==> src/bresenham_line_stepper_top_assert.svh <==
// Assertion macros for the line stepper top level.
// Uses the clk and rst_n names of the including module; no other dependencies.
`ifndef BRESENHAM_LINE_STEPPER_TOP_ASSERT_SVH
`define BRESENHAM_LINE_STEPPER_TOP_ASSERT_SVH

`ifndef NO_ASSERTIONS

`define BLS_ASSERT_SAME(lbl, ante, cons) \
  lbl: assert property (@(posedge clk) disable iff (!rst_n) (ante) |-> (cons)) \
    else $error("line stepper check failed");

`define BLS_ASSERT_NEXT(lbl, ante, cons) \
  lbl: assert property (@(posedge clk) disable iff (!rst_n) (ante) |=> (cons)) \
    else $error("line stepper check failed");

`else

`define BLS_ASSERT_SAME(lbl, ante, cons)

`define BLS_ASSERT_NEXT(lbl, ante, cons)

`endif

`endif

==> src/bls_pkg.sv <==
// Shared types and constants for the Bresenham line stepper.
// No dependencies; used by bls_step_logic and bresenham_line_stepper_top.
package bls_pkg;

  localparam int COORD_BITS = 16;
  localparam int CFG_BITS   = 15;
  localparam int TD_BITS    = COORD_BITS + 2;
  localparam int ERR_BITS   = COORD_BITS + 4;

  localparam logic FUNC_START = 1'b0;
  localparam logic FUNC_STEP  = 1'b1;

  localparam logic CFG_IDX_WIDTH  = 1'b0;
  localparam logic CFG_IDX_HEIGHT = 1'b1;

  localparam logic [CFG_BITS-1:0] WIDTH_RESET  = 15'd640;
  localparam logic [CFG_BITS-1:0] HEIGHT_RESET = 15'd480;

  typedef logic signed [COORD_BITS-1:0] coord_t;
  typedef logic [CFG_BITS-1:0] cfg_word_t;
  typedef logic [0:0] cfg_idx_t;

  typedef struct packed {
    logic   func;
    coord_t start_x;
    coord_t start_y;
    coord_t end_x;
    coord_t end_y;
  } in_item_t;

  typedef struct packed {
    coord_t point_x;
    coord_t point_y;
    logic   keep;
    logic   last;
  } out_item_t;

  typedef struct packed {
    coord_t                     cur_x;
    coord_t                     cur_y;
    coord_t                     tgt_x;
    coord_t                     tgt_y;
    logic signed [ERR_BITS-1:0] err;
    logic [TD_BITS-1:0]         tdx;
    logic [TD_BITS-1:0]         tdy;
    logic signed [1:0]          sx;
    logic signed [1:0]          sy;
    logic                       x_major;
    logic                       active;
  } line_state_t;

  typedef struct packed {
    cfg_word_t width;
    cfg_word_t height;
  } screen_cfg_t;

endpackage

==> src/bls_step_logic.sv <==
// Combinational start and step logic of the line stepper: next line state and result.
// Depends on bls_pkg.
module bls_step_logic (
  input  bls_pkg::in_item_t    item,
  input  bls_pkg::line_state_t state,
  input  bls_pkg::screen_cfg_t scr,
  output bls_pkg::line_state_t state_nxt,
  output bls_pkg::out_item_t   result
);

  localparam int CB  = bls_pkg::COORD_BITS;
  localparam int EB  = bls_pkg::ERR_BITS;
  localparam int CMP = bls_pkg::COORD_BITS + bls_pkg::CFG_BITS;

  logic signed [CB:0]      dx;
  logic signed [CB:0]      dy;
  logic [CB:0]             adx;
  logic [CB:0]             ady;
  logic [bls_pkg::TD_BITS-1:0] tdx_s;
  logic [bls_pkg::TD_BITS-1:0] tdy_s;
  logic                    xm_s;
  logic                    take;
  logic                    maj_pos;
  bls_pkg::coord_t         sx_ext;
  bls_pkg::coord_t         sy_ext;
  bls_pkg::coord_t         nx;
  bls_pkg::coord_t         ny;
  logic                    x_in;
  logic                    y_in;

  always_comb begin
    dx    = {item.end_x[CB-1], item.end_x} - {item.start_x[CB-1], item.start_x};
    dy    = {item.end_y[CB-1], item.end_y} - {item.start_y[CB-1], item.start_y};
    adx   = dx[CB] ? ((CB+1)'(0) - $unsigned(dx)) : $unsigned(dx);
    ady   = dy[CB] ? ((CB+1)'(0) - $unsigned(dy)) : $unsigned(dy);
    tdx_s = {adx, 1'b0};
    tdy_s = {ady, 1'b0};
    xm_s  = tdx_s >= tdy_s;

    sx_ext = {{(CB-2){state.sx[1]}}, state.sx};
    sy_ext = {{(CB-2){state.sy[1]}}, state.sy};
    maj_pos = state.x_major ? (!state.sx[1] && state.sx[0]) : (!state.sy[1] && state.sy[0]);
    take = (!state.err[EB-1] && (state.err != '0)) || ((state.err == '0) && maj_pos);

    state_nxt = state;
    result    = '0;
    nx        = state.cur_x;
    ny        = state.cur_y;
    x_in      = 1'b0;
    y_in      = 1'b0;

    if (item.func == bls_pkg::FUNC_START) begin
      state_nxt.cur_x   = item.start_x;
      state_nxt.cur_y   = item.start_y;
      state_nxt.tgt_x   = item.end_x;
      state_nxt.tgt_y   = item.end_y;
      state_nxt.tdx     = tdx_s;
      state_nxt.tdy     = tdy_s;
      state_nxt.sx      = dx[CB] ? 2'sb11 : ((dx != '0) ? 2'sb01 : 2'sb00);
      state_nxt.sy      = dy[CB] ? 2'sb11 : ((dy != '0) ? 2'sb01 : 2'sb00);
      state_nxt.x_major = xm_s;
      if (xm_s) begin
        state_nxt.err    = $signed(EB'(tdy_s) - EB'(adx));
        state_nxt.active = item.start_x != item.end_x;
      end else begin
        state_nxt.err    = $signed(EB'(tdx_s) - EB'(ady));
        state_nxt.active = item.start_y != item.end_y;
      end
      result.point_x = item.start_x;
      result.point_y = item.start_y;
      result.keep    = 1'b1;
      result.last    = !state_nxt.active;
    end else if (!state.active) begin
      result.point_x = state.cur_x;
      result.point_y = state.cur_y;
      result.keep    = 1'b0;
      result.last    = 1'b1;
    end else begin
      if (state.x_major) begin
        nx = state.cur_x + sx_ext;
        ny = take ? (state.cur_y + sy_ext) : state.cur_y;
        state_nxt.err = $signed($unsigned(state.err) - (take ? EB'(state.tdx) : EB'(0))
                                + EB'(state.tdy));
        state_nxt.active = nx != state.tgt_x;
      end else begin
        ny = state.cur_y + sy_ext;
        nx = take ? (state.cur_x + sx_ext) : state.cur_x;
        state_nxt.err = $signed($unsigned(state.err) - (take ? EB'(state.tdy) : EB'(0))
                                + EB'(state.tdx));
        state_nxt.active = ny != state.tgt_y;
      end
      state_nxt.cur_x = nx;
      state_nxt.cur_y = ny;
      x_in = !nx[CB-1] && (CMP'($unsigned(nx)) < CMP'(scr.width));
      y_in = !ny[CB-1] && (CMP'($unsigned(ny)) < CMP'(scr.height));
      result.point_x = nx;
      result.point_y = ny;
      result.keep    = x_in && y_in;
      result.last    = !state_nxt.active;
    end
  end

endmodule

==> src/bresenham_line_stepper_top.sv <==
// Top level of the Bresenham line stepper: handshakes, line state and screen registers.
// Depends on bls_pkg, bls_step_logic and bresenham_line_stepper_top_assert.svh.
//
//   channel | direction | signals                         | moves
//   in      | input     | in_valid, in_stall, in_item     | start or step item
//   out     | output    | out_valid, out_stall, out_item  | one point item per input item
//   cfg     | input     | cfg_we, cfg_index, cfg_wdata    | screen width and height writes
//
// One item is taken every cycle unless in_stall is high; each item passes through the input
// register and then the result register, with the line update in between.
// Synchronous active-low reset clears the line state and sets a 640 by 480 screen.
// A stalled result holds its register; the input register still takes one more item,
// and in_stall rises only when both registers are full.
`include "bresenham_line_stepper_top_assert.svh"

module bresenham_line_stepper_top (
  input  logic                clk,
  input  logic                rst_n,
  input  logic                in_valid,
  output logic                in_stall,
  input  bls_pkg::in_item_t   in_item,
  output logic                out_valid,
  input  logic                out_stall,
  output bls_pkg::out_item_t  out_item,
  input  logic                cfg_we,
  input  bls_pkg::cfg_idx_t   cfg_index,
  input  bls_pkg::cfg_word_t  cfg_wdata
);

  logic                 in_valid_r;
  logic                 in_valid_nxt;
  bls_pkg::in_item_t    in_item_r;
  logic                 out_valid_r;
  logic                 out_valid_nxt;
  bls_pkg::out_item_t   out_item_r;
  bls_pkg::line_state_t state_r;
  bls_pkg::line_state_t state_nxt;
  bls_pkg::out_item_t   result;
  bls_pkg::screen_cfg_t scr_r;
  bls_pkg::screen_cfg_t scr_nxt;
  logic                 out_free;
  logic                 s1_adv;
  logic                 in_acc;

  bls_step_logic u_step (
    .item      (in_item_r),
    .state     (state_r),
    .scr       (scr_r),
    .state_nxt (state_nxt),
    .result    (result)
  );

  always_comb begin
    out_free      = !out_valid_r || !out_stall;
    s1_adv        = in_valid_r && out_free;
    in_stall      = in_valid_r && !out_free;
    in_acc        = in_valid && !in_stall;
    in_valid_nxt  = in_acc || (in_valid_r && !s1_adv);
    out_valid_nxt = out_free ? s1_adv : out_valid_r;
    scr_nxt       = scr_r;
    if (cfg_we) begin
      unique case (cfg_index)
        bls_pkg::CFG_IDX_WIDTH:  scr_nxt.width  = cfg_wdata;
        bls_pkg::CFG_IDX_HEIGHT: scr_nxt.height = cfg_wdata;
        default:                 scr_nxt        = scr_r;
      endcase
    end
  end

  always_ff @(posedge clk) begin
    if (!rst_n) begin
      in_valid_r   <= 1'b0;
      out_valid_r  <= 1'b0;
      state_r      <= '0;
      scr_r.width  <= bls_pkg::WIDTH_RESET;
      scr_r.height <= bls_pkg::HEIGHT_RESET;
    end else begin
      in_valid_r  <= in_valid_nxt;
      out_valid_r <= out_valid_nxt;
      scr_r       <= scr_nxt;
      if (s1_adv) begin
        state_r <= state_nxt;
      end
    end
  end

  always_ff @(posedge clk) begin
    if (in_acc) begin
      in_item_r <= in_item;
    end
    if (s1_adv) begin
      out_item_r <= result;
    end
  end

  assign out_valid = out_valid_r;
  assign out_item  = out_item_r;

  `BLS_ASSERT_SAME(a_active_x, state_r.active && state_r.x_major, state_r.cur_x != state_r.tgt_x)
  `BLS_ASSERT_SAME(a_active_y, state_r.active && !state_r.x_major, state_r.cur_y != state_r.tgt_y)
  `BLS_ASSERT_SAME(a_major_dom, state_r.active && state_r.x_major, state_r.tdx >= state_r.tdy)
  `BLS_ASSERT_NEXT(a_start_kept, s1_adv && (in_item_r.func == bls_pkg::FUNC_START), out_valid && out_item.keep)

endmodule
==> config.mk <==
export PLATFORM = sky130hd
export DESIGN_NAME = bresenham_line_stepper_top
export DESIGN_NICKNAME = d
export VERILOG_FILES = /design/src/bls_pkg.sv /design/src/bls_step_logic.sv /design/src/bresenham_line_stepper_top.sv
export VERILOG_INCLUDE_DIRS = /design/src /design/src/src
export SDC_FILE = /design/constraint.sdc
export NUM_CORES = 1
export LEC_CHECK = 0
export BUFFER_PORTS_ARGS = -buffer_cell sky130_fd_sc_hd__buf_2
export CAP_MARGIN = 20
export CELL_PAD_IN_SITES_DETAIL_PLACEMENT = 1
export CELL_PAD_IN_SITES_GLOBAL_PLACEMENT = 2
export CORE_ASPECT_RATIO = 0.75
export CORE_MARGIN = 2
export CORE_UTILIZATION = 38
export CTS_CLUSTER_DIAMETER = 150
export DETAILED_ROUTE_END_ITERATION = 10
export GPL_TIMING_DRIVEN = 1
export HOLD_SLACK_MARGIN = 0.1
export PLACE_DENSITY = 0.88
export SLEW_MARGIN = 30
export SYNTH_ARGS = -nofsm -noshare
export SYNTH_HDL_FRONTEND = slang
export SYNTH_SLANG_ARGS = --single-unit
==> constraint.sdc <==
create_clock -name clk -period 7.3 [get_ports clk]
set_input_delay 0.73 -clock clk [delete_from_list [all_inputs] [get_ports clk]]
set_output_delay 0.73 -clock clk [all_outputs]
set_load 0.005 [all_outputs]
# Word-level counts from Yosys, hierarchy flattened
# Index checks and enable logic that the tools add are counted.
# op_classes
n_lt_le_gt_ge	3
n_addsub	12
bitwise	2
n_mux	32
n_eq_ne	5
reduce_logical	34
# ops
cell	n
16-bit two-way mux	8
20-bit two-way mux	4
34-bit two-way mux	2
32-bit two-way mux	2
16-bit != test	4
20-bit by 18-bit adder with 20-bit output	2
20-bit subtractor	2
18-bit by 17-bit subtractor with 19-bit output	2
18-bit two-way mux	2
17-bit two-way mux	2
17-bit nonzero test	2
1-bit by 17-bit subtractor with 17-bit output, first input constant	2
16-bit by 16-bit subtractor with 17-bit output	2
16-bit by 2-bit adder with 16-bit output	2
16-bit by 15-bit less-than comparator with 1-bit output	2
20-bit logical NOT	1
20-bit nonzero test	1
18-bit greater-or-equal comparator	1
1-bit logical NOT	12
1-bit logical AND	11
1-bit two-way mux	10
2-bit AND reduction	4
2-bit two-way mux	2
1-bit logical OR	3
other kinds (2)	3
# word_totals
out_inout_bits	36
word_cells	112
reg_bits	255

# Longest topological paths before layout
# Gate-level depths: netlist of run 1.
# logic_depth
ltp_word	14
ltp_mapped	28

# Modules after synthesis
# A second synthesis of run 1 with hierarchy kept.
# unflattened
hier_cells	2630
hier_area_um2	21602.0
# by_module_without_submodules
module	n_inst	area_each_um2	seq_area_each_um2	cells_per_inst
bls_step_logic	1	12907.4	0.0	1832
bresenham_line_stepper_top	1	8694.6	6135.9	798

# Least setup slack after synthesis of run 1
# No wires, ideal clock.
# synth_path
path_type	register -> register
from	reg in_item_r[48] (netlist name)
to	reg state_r[59] (netlist name)
arrival_ps	5775
path_stages_with_launch	26
synth_period_minus_slack_ps	5901
path_buffers	1
slack_ps	1399
path_cell_list	edfxtp_1 > ha_1 > fa_1 > nand2b_1 > a21boi_0 > o21a_1 > o211ai_1 > a31oi_1 > clkbuf_1 > nand2_1 > o21ai_0 > inv_1 > ha_1 > a21oi_1 > nor2b_1 > o21a_1 > o41ai_1 > o21ai_0 > a311oi_1 > o221ai_1 > nand4_1 > o221ai_1 > maj3_1 > a21oi_1 > xnor2_1 > a31oi_1
# synth_via
elab_chain_cells	6
elab_cells_between_ends	8
classes_between	add/sub (4); order compare (1); mux (3)
# synth_rtl
item	line	text
from (decl)	bresenham_line_stepper_top.sv:32	bls_pkg::in_item_t in_item_r;
from (signal assigned)	bresenham_line_stepper_top.sv:89	in_item_r <= in_item;
16-bit by 16-bit subtractor with 17-bit output *	bls_step_logic.sv:32	dx = {item.end_x[CB-1], item.end_x} - {item.start_x[CB-1], item.start_x};
1-bit by 17-bit subtractor with 17-bit output	bls_step_logic.sv:34	adx = dx[CB] ? ((CB+1)'(0) - $unsigned(dx)) : $unsigned(dx);
17-bit two-way mux *	bls_step_logic.sv:34	
via u_step.adx[1]	bls_step_logic.sv:17	logic [CB:0] adx;
18-bit by 17-bit subtractor with 19-bit output (tied with other cells)	bls_step_logic.sv:66	state_nxt.err = $signed(EB'(tdx_s) - EB'(ady));
20-bit two-way mux *	bls_step_logic.sv:62	if (xm_s) begin
20-bit two-way mux *	bls_step_logic.sv:52	if (item.func == bls_pkg::FUNC_START) begin
to (signal assigned)	bresenham_line_stepper_top.sv:82	state_r <= state_nxt;
to (decl)	bresenham_line_stepper_top.sv:36	bls_pkg::line_state_t state_r;
# Mark *: on every way through the listed nets, which the timed path passes. The rest lies on a longest branch.
# A chain may end at the register's enable or synchronous reset.

# Worst setup path after layout of run 1
# Ends and elaborated chain as after synthesis.

==> results of run 1 <==
power by group:
group / total, mW / leakage [nW] / switching [mW] / internal (mW)
logic: 3.34 / 6.81 / 2.03 / 1.32
clock network: 1.44 / 0.444 / 0.654 / 0.788
registers: 1.63 / 2.23 / 0.0599 / 1.57
total: 6.41 / 9.48 / 2.74 / 3.67
cells by family (layout without fill, tap and decap cells):
logic type / after synthesis / after routing / share of synthesized area
buf+inv: 381 / 486 / 0.0734
simple gates: 663 / 663 / 0.156
flops: 255 / 255 / 0.311
fa+ha+maj: 214 / 214 / 0.152
other cells: 0 / 1 / 0
mux: 54 / 54 / 0.0281
compound gates: 605 / 605 / 0.199
xor+xnor: 177 / 177 / 0.0816
how the worst min path moves through the flow:
stage	from	endpoint	slack (ns)	depth (start not counted)
after floorplan	state_r[42]$_SDFFE_PN0P_	state_r[42]$_SDFFE_PN0P_	0.43	2
after global routing	in_item[24]	in_item_r[24]$_DFFE_PP_	0.30	1
after CTS	in_item[24]	in_item_r[24]$_DFFE_PP_	0.29	1
after detailed placement	scr_r[0]$_SDFFE_PN0P_	scr_r[0]$_SDFFE_PN0P_	0.45	2
after global placement	scr_r[29]$_SDFFE_PN0P_	scr_r[29]$_SDFFE_PN0P_	0.45	2
final	in_item[24]	in_item_r[24]$_DFFE_PP_	0.32	1
flip-flops by register name (all words and copies together), names as in the netlist:
register / flops
in_item_r: 65
in_valid_r: 1
out_item: 34
out_valid: 1
scr_r: 30
state_r: 124
critical path, cell delays in order (launching register included):
cell and delay [ns]:
edfxtp_1 0.41, ha_1 0.24, fa_1 0.43, nand2b_1 0.18, a21boi_0 0.42, o21a_1 0.24, o211ai_1 0.13, a31oi_1 0.42
nand2_1 0.09, o21ai_0 0.26, inv_1 0.21, ha_1 0.39, a21oi_1 0.24, nor2b_1 0.08, o21a_1 0.21, o41ai_2 0.33
o21ai_0 0.28, a311oi_1 0.49, o221ai_1 0.21, nand4_1 0.24, o221ai_1 0.20, maj3_1 0.39, a21oi_1 0.18, xnor2_1 0.14
a31oi_1 0.11
cells in the final DEF (no fill, tap or decap), types with 10 or more instances in the layout:
master     instances
a211oi_1          74
a21o_1            34
a21oi_1          221
a31oi_1           12
and2_1            48
and3_1            10
buf_2            121
buf_4             21
clkbuf_16         31
dfxtp_1          155
edfxtp_1          99
fa_1              42
ha_1             165
inv_1            284
mux2i_1           45
nand2_1          240
nand2b_1          24
nand3_1           29
nand4_1           20
nor2_1           181
nor2b_1           23
nor3_1            29
nor4_1            14
o211ai_1          46
o21a_1            12
o21ai_0           89
o21bai_1          12
o31ai_1           18
or3_1             14
xnor2_1          100
xor2_1            72
area by class of cell:
class,count,area [um2]
clock inverter,15,96.3
fill,6101,29300
timing repair buffer,146,842
multi-input combinational,1713,12200
inverter,286,1080
sequential,255,6100
clock buffer,39,816
tap,666,833
antenna,1,2.50
per-stage QoR:
| step | util | cell area, um2 | hold slack, ns | power [mW] | cells |
|---|---|---|---|---|---|
| 4_1_cts | 0.427 | 21900 | 0.291 | 6.42 | 3120 |
| 2_1_floorplan | - | 19600 | 0.432 | 4.04 | 2349 |
| 6_report | 0.428 | 21900 | 0.315 | 6.41 | 3121 |
| 5_1_grt | 0.428 | 21900 | 0.300 | 6.86 | 3121 |
| 3_3_place_gp | 0.409 | 20900 | 0.445 | 4.85 | 3064 |
| 3_5_place_dp | 0.410 | 21000 | 0.449 | 4.95 | 3066 |
repair_timing:
action / in CTS / in global routing
hold buffers: 0 / 0
resized for setup: 0 / 2
setup endpoints to repair: 0 / 4
buffers inserted: 0 / 0
metal layers:
metal / track usage / part of all wire / vias up
met4: 0.0437 / 0.016 / 0
li1: - / - / 8335
met2: 0.378 / 0.45 / 349
met5: 0 / 0 / -
met3: 0.0337 / 0.048 / 65
met1: 0.353 / 0.49 / 8660
==> summary.md, run 1 <==
| Metric | Value |
|---|---|
| Final setup viols | 0 |
| Fin Clk Skew | 0.0216 ns |
| Worst hold path type | primary input to flip-flop |
| Final Critical Period | 6.67 ns |
| Yosys cell types | 84 |
| Number of synthesized register bits | 255 |
| Drt drc | 0 |
| Share of the synthesized area in the top cell type | 0.159 |
| CTS Sinks | 255 |
| F_max | 150 MHz |
| Total gr overflow | 0 |
| Pwr per Cell Area | 293 nW/um2 |
| Initial antenna violation count | 1 |
| Num rows | 72 |
| Height of the die | 201 um |
| Synthesis-to-finish area growth | 11.7% |
| Die area | 53500 um2 |
| Clock tree root buffer cell | clkbuf_16 |
| Dominant synthesized flop cell | dfxtp_1 |
| H-tree lvl count | 1 |
| # IOs | 122 |
| Period utilization | 0.914 |
| Worst EP required | 7.72 ns |
| DR WL/cell | 21.0 um |
| Vias in the first global route | 18000 |
| Relative slew slack | 0.325 |
| CTS tree | yes |
| Status | complete, no violations |
| Synth area leaders | dfxtp_1 16%, edfxtp_1 15%, ha_1 11% |
| Critical path arrival | 7.10 ns |
| Clock-pin transition on the worst setup and hold timing paths | 0.07 ns |
| Final-stage net count | 2724 |
| CP Capture Point | state_r[59]$_SDFFE_PN0P_ |
| Overall Global Routing Usage | 0.241 |
| Initial Utilization | 0.383 |
| Number of synthesized flops with an enable pin | 99 |
| Async SR Flop Fraction | 0 |
| Final Max Tran Viols | 0 |
| Max FO, Critical Path | 5 |
| CP startpoint kind | flip-flop |
| Synthesized netlist cell count | 2349 |
| Vias | between 15000 and 20000 |
| R2r worst-path depth | 24 |
| CP startpoint | in_item_r[48]$_DFFE_PP_ |
| P_leak | 9.48 nW |
| DRT antenna net count | 0 |
| First-pass GRT wire length | between 100000 and 150000 um |
| Worst VDD drop | 0.000176 V |
| R2R Path End | state_r[59]$_SDFFE_PN0P_ |
| Final WS setup | 0.628 ns |
| Final Hold Viols | 0 |
| Critical setup path kind | flip-flop to flip-flop |
| Initial DRC Count | 1091 |
| Clock Path Buffers | 3 |
| Die W | 266 um |
| Inserted Clock Buffers | 29 |
| Dpl ws | roughly 0.56 ns |
| Via/cell ratio | about 5.6 |
| WL final | ~66000 um |
| Max cap viols | 0 |
| Final TNS setup | 0 ns |
| Synth warn | 0 |
| Critical Path Sink Type | flip-flop |
| Share of layout cells above drive strength 1 | 0.0966 |
| Final Wtd Congestion | between 0.9 and 1 |
| Dpl hpwl | roughly 50000 um |
| Seq/Total Area, Yosys | 0.311 |
| Core ar. | 51300 um2 |
| Mapped Nets | 2642 |
| PortBufs | 121 |
| Synthesized area | 19600 um2 |
| Leading area contributor after synthesis | dfxtp_1 |
| Pre-antenna DRT Iters | 5 |
| Top post-synthesis cells by count | 284 x inv_1, 241 x nand2_1, 222 x a21oi_1 |
| R2R Setup Slk | 0.63 ns |
| RSZ-0062 raised after global routing | no |
| Clk_lat worst skew | 0.59 ns |
| RR Startpoint | in_item_r[48]$_DFFE_PP_ |
| Top-count cell post-synth | inv_1 |
| Worst slew pin tran | 0.997 ns |
| Mean Syn Cell Area | around 8.4 um2 |
| Largest net degree at the start of global routing | about 150 |
(Power assumes the default switching activity.)
==> run 2: changes to the inputs <==
- MAX_ROUTING_LAYER: not set -> met4
==> run 2 against run 1 <==
Against the previous run:
- power fell by 0.82%
- sequential cell count did not move
- core utilization fell by 0.16 points
==> summary.md, run 2 (synthesized netlist as in run 1, its figures left out) <==
| Metric | Value |
|---|---|
| Inserted Clock Buffers | 28 (-3.4%) |
| Bufs and invs on worst path | 1 (unchanged) |
| CTS Sinks | 255 (unchanged) |
| Crit path max-delay family | compound AO/OA/AOI/OAI gates |
| DR WL/cell | 21.1 um (+0.30%) |
| Vias | 17300 (-0.71%) |
| R2R Setup Slk | 0.51 ns (-0.12 ns) |
| # IOs | 122 (unchanged) |
| Drt drc | 0 (unchanged) |
| Vias in the first global route | 18000 (-0.089%) |
| Max stage delay on crit path | 0.49 ns (about the same) |
| FILL cells | 6118 (+0.28%) |
| Initial antenna violation count | 2 (+1) |
| Final Critical Period | 6.79 ns (+0.115 ns) |
| WL final | 65700 um (+0.17%) |
| Critical setup path kind | flip-flop to flip-flop |
| Final Max Tran Viols | 0 (unchanged) |
| Worst hold path type | primary input to flip-flop |
| Height of the die | 201 um (unchanged) |
| Die W | 266 um (unchanged) |
| Overall Global Routing Usage | 0.249 (+0.00841) |
| Post_cts resized | 0 (unchanged) |
| Largest net degree at the start of global routing | 152 (unchanged) |
| Critical path arrival | 7.21 ns (+0.11 ns) |
| Synthesis-to-finish area growth | 11.3% |
| CP startpoint | in_item_r[48]$_DFFE_PP_ |
| Worst EP required | 7.73 ns (about the same) |
| Pre-antenna DRT Iters | 5 (unchanged) |
| Final-stage net count | 2721 (-0.11%) |
| Clk_lat worst skew | 0.58 ns (about the same) |
| Clock Path Buffers | 3 (unchanged) |
| Cell Chain, Critical Path | ha_1 -> fa_1 -> nand2b_1 -> a21boi_0 -> o21a_1 -> o211ai_1 -> a31oi_2 -> nand2_1 -> o21ai_0 -> inv_1 -> ha_1 -> a21oi_1 -> nor2b_1 -> o21a_1 -> o41ai_1 -> o21ai_0 -> a311oi_1 -> o221ai_1 -> nand4_1 -> o221ai_1 -> maj3_1 -> a21oi_1 -> xnor2_1 -> a31oi_1 |
| Max FO, Critical Path | 6 (+1) |
| Hold_buf cts | 0 (unchanged) |
| Worst VDD drop | 0.000172 V (-2.2%) |
| Via/cell ratio | 5.55 (-0.58%) |
| Initial Utilization | 0.383 (unchanged) |
| Biggest register | state_r |
| First-pass GRT wire length | 102000 um (+0.13%) |
| Die area | 53500 um2 (unchanged) |
| Most common cell after layout, fill and taps aside | inv_1 |
| Worst slew pin tran | 0.941 ns (-0.0557 ns) |
| Share of layout cells above drive strength 1 | 0.0959 (-0.000659) |
| Status | complete, no violations |
| Worst path slowest cell | o41ai_1 |
| Critical Path Sink Type | flip-flop |
| Initial DRC Count | 1142 (+4.7%) |
| Total gr overflow | 0 (unchanged) |
| PortBufs | 121 (unchanged) |
| Final Hold Viols | 0 (unchanged) |
| Final Wtd Congestion | 0.898 (-1.2%) |
| R2r worst-path depth | 24 (unchanged) |
| Pwr per Cell Area | 291 nW/um2 (-0.45%) |
| RSZ-0062 raised after global routing | no |
| DRT antenna net count | 0 (unchanged) |
| Total power | 6.36 mW (-0.82%) |
| F_max | 147 MHz (-1.7%) |
| Final setup viols | 0 (unchanged) |
| Core ar. | 51300 um2 (unchanged) |
| Clock-pin transition on the worst setup and hold timing paths | 0.07 ns (about the same) |
| Final TNS setup | 0 ns (unchanged) |
| Commonest cells after routing, fill and taps aside | 284 x inv_1, 240 x nand2_1, 221 x a21oi_1 |
| P_leak | 9.45 nW (-0.38%) |
| Max cap viols | 0 (unchanged) |
| Fin Clk Skew | 0.0305 ns (+0.00886 ns) |
| Clock tree root buffer cell | clkbuf_16 |
| RR Startpoint | in_item_r[48]$_DFFE_PP_ |
| R2R Path End | state_r[59]$_SDFFE_PN0P_ |
| Max reg flops | 124 (unchanged) |
| CP startpoint kind | flip-flop |
| H-tree lvl count | 1 (unchanged) |
| WP depth | 24 (unchanged) |
| CP Capture Point | state_r[59]$_SDFFE_PN0P_ |
| Dpl hpwl | 50400 um (-0.18%) |
| Relative slew slack | 0.370 (+0.0455) |
| Number of setup buffers added after CTS | 0 (unchanged) |
| Num rows | 72 (unchanged) |
| Period utilization | 0.930 (+0.0158) |
| CTS tree | yes |
-- run 2: changes by cell type in the layout (fill, tap and decap cells not counted), moves of 2 or more --
cell / previous run / this run
clkinv_2: 7 / 9
clkinv_1: 1 / 4
clkbuf_16: 31 / 29
clkbuf_1: 7 / 2
-- run 2: cell type report --
cell class              count  area, um2  area share
flip-flops and latches    255       6100       0.279
repair buffers            144        807      0.0369
diodes                      1       2.50    0.000115
clock buffers              32        747      0.0342
multi-input cells        1713      12200       0.557
clock inverters            20        120     0.00550
inverters                 286       1080      0.0493
well taps                 666        833      0.0382
-- run 2: through the flow --
stage	cell area (um2)	setup slack (ns)	util	hold slack, ns	instances
after floorplan	19600	1.40	-	0.432	2349
after global placement	20900	0.808	0.408	0.445	3063
after detailed placement	21000	0.523	0.409	0.453	3064
after CTS	21800	0.459	0.426	0.293	3116
after global routing	21800	0.0281	0.426	0.304	3117
final	21800	0.513	0.426	0.319	3117
-- run 2: metal layers --
layer | global-route usage | routed length, um
met4 | 0.0453 | 1140
met1 | 0.357 | 33100
met2 | 0.378 | 28900
met3 | 0.0314 | 2520
met5 | - | 0
-- run 2: worst min-delay path by stage --
stage	start	end	slack, ns	depth (start not counted)
after global placement	scr_r[29]$_SDFFE_PN0P_	scr_r[29]$_SDFFE_PN0P_	0.44	2
after CTS	in_item[24]	in_item_r[24]$_DFFE_PP_	0.29	1
after detailed placement	scr_r[27]$_SDFFE_PN0P_	scr_r[27]$_SDFFE_PN0P_	0.45	2
after floorplan	state_r[42]$_SDFFE_PN0P_	state_r[42]$_SDFFE_PN0P_	0.43	2
after global routing	in_item[58]	in_item_r[58]$_DFFE_PP_	0.30	1
final	in_item[24]	in_item_r[24]$_DFFE_PP_	0.32	1
-- run 2: power by group --
group          internal [mW]  switching [mW]  total, mW  leakage [nW]
clock                  0.738           0.658       1.40         0.428
combinational           1.31            2.03       3.34          6.79
sequential              1.57          0.0587       1.63          2.23
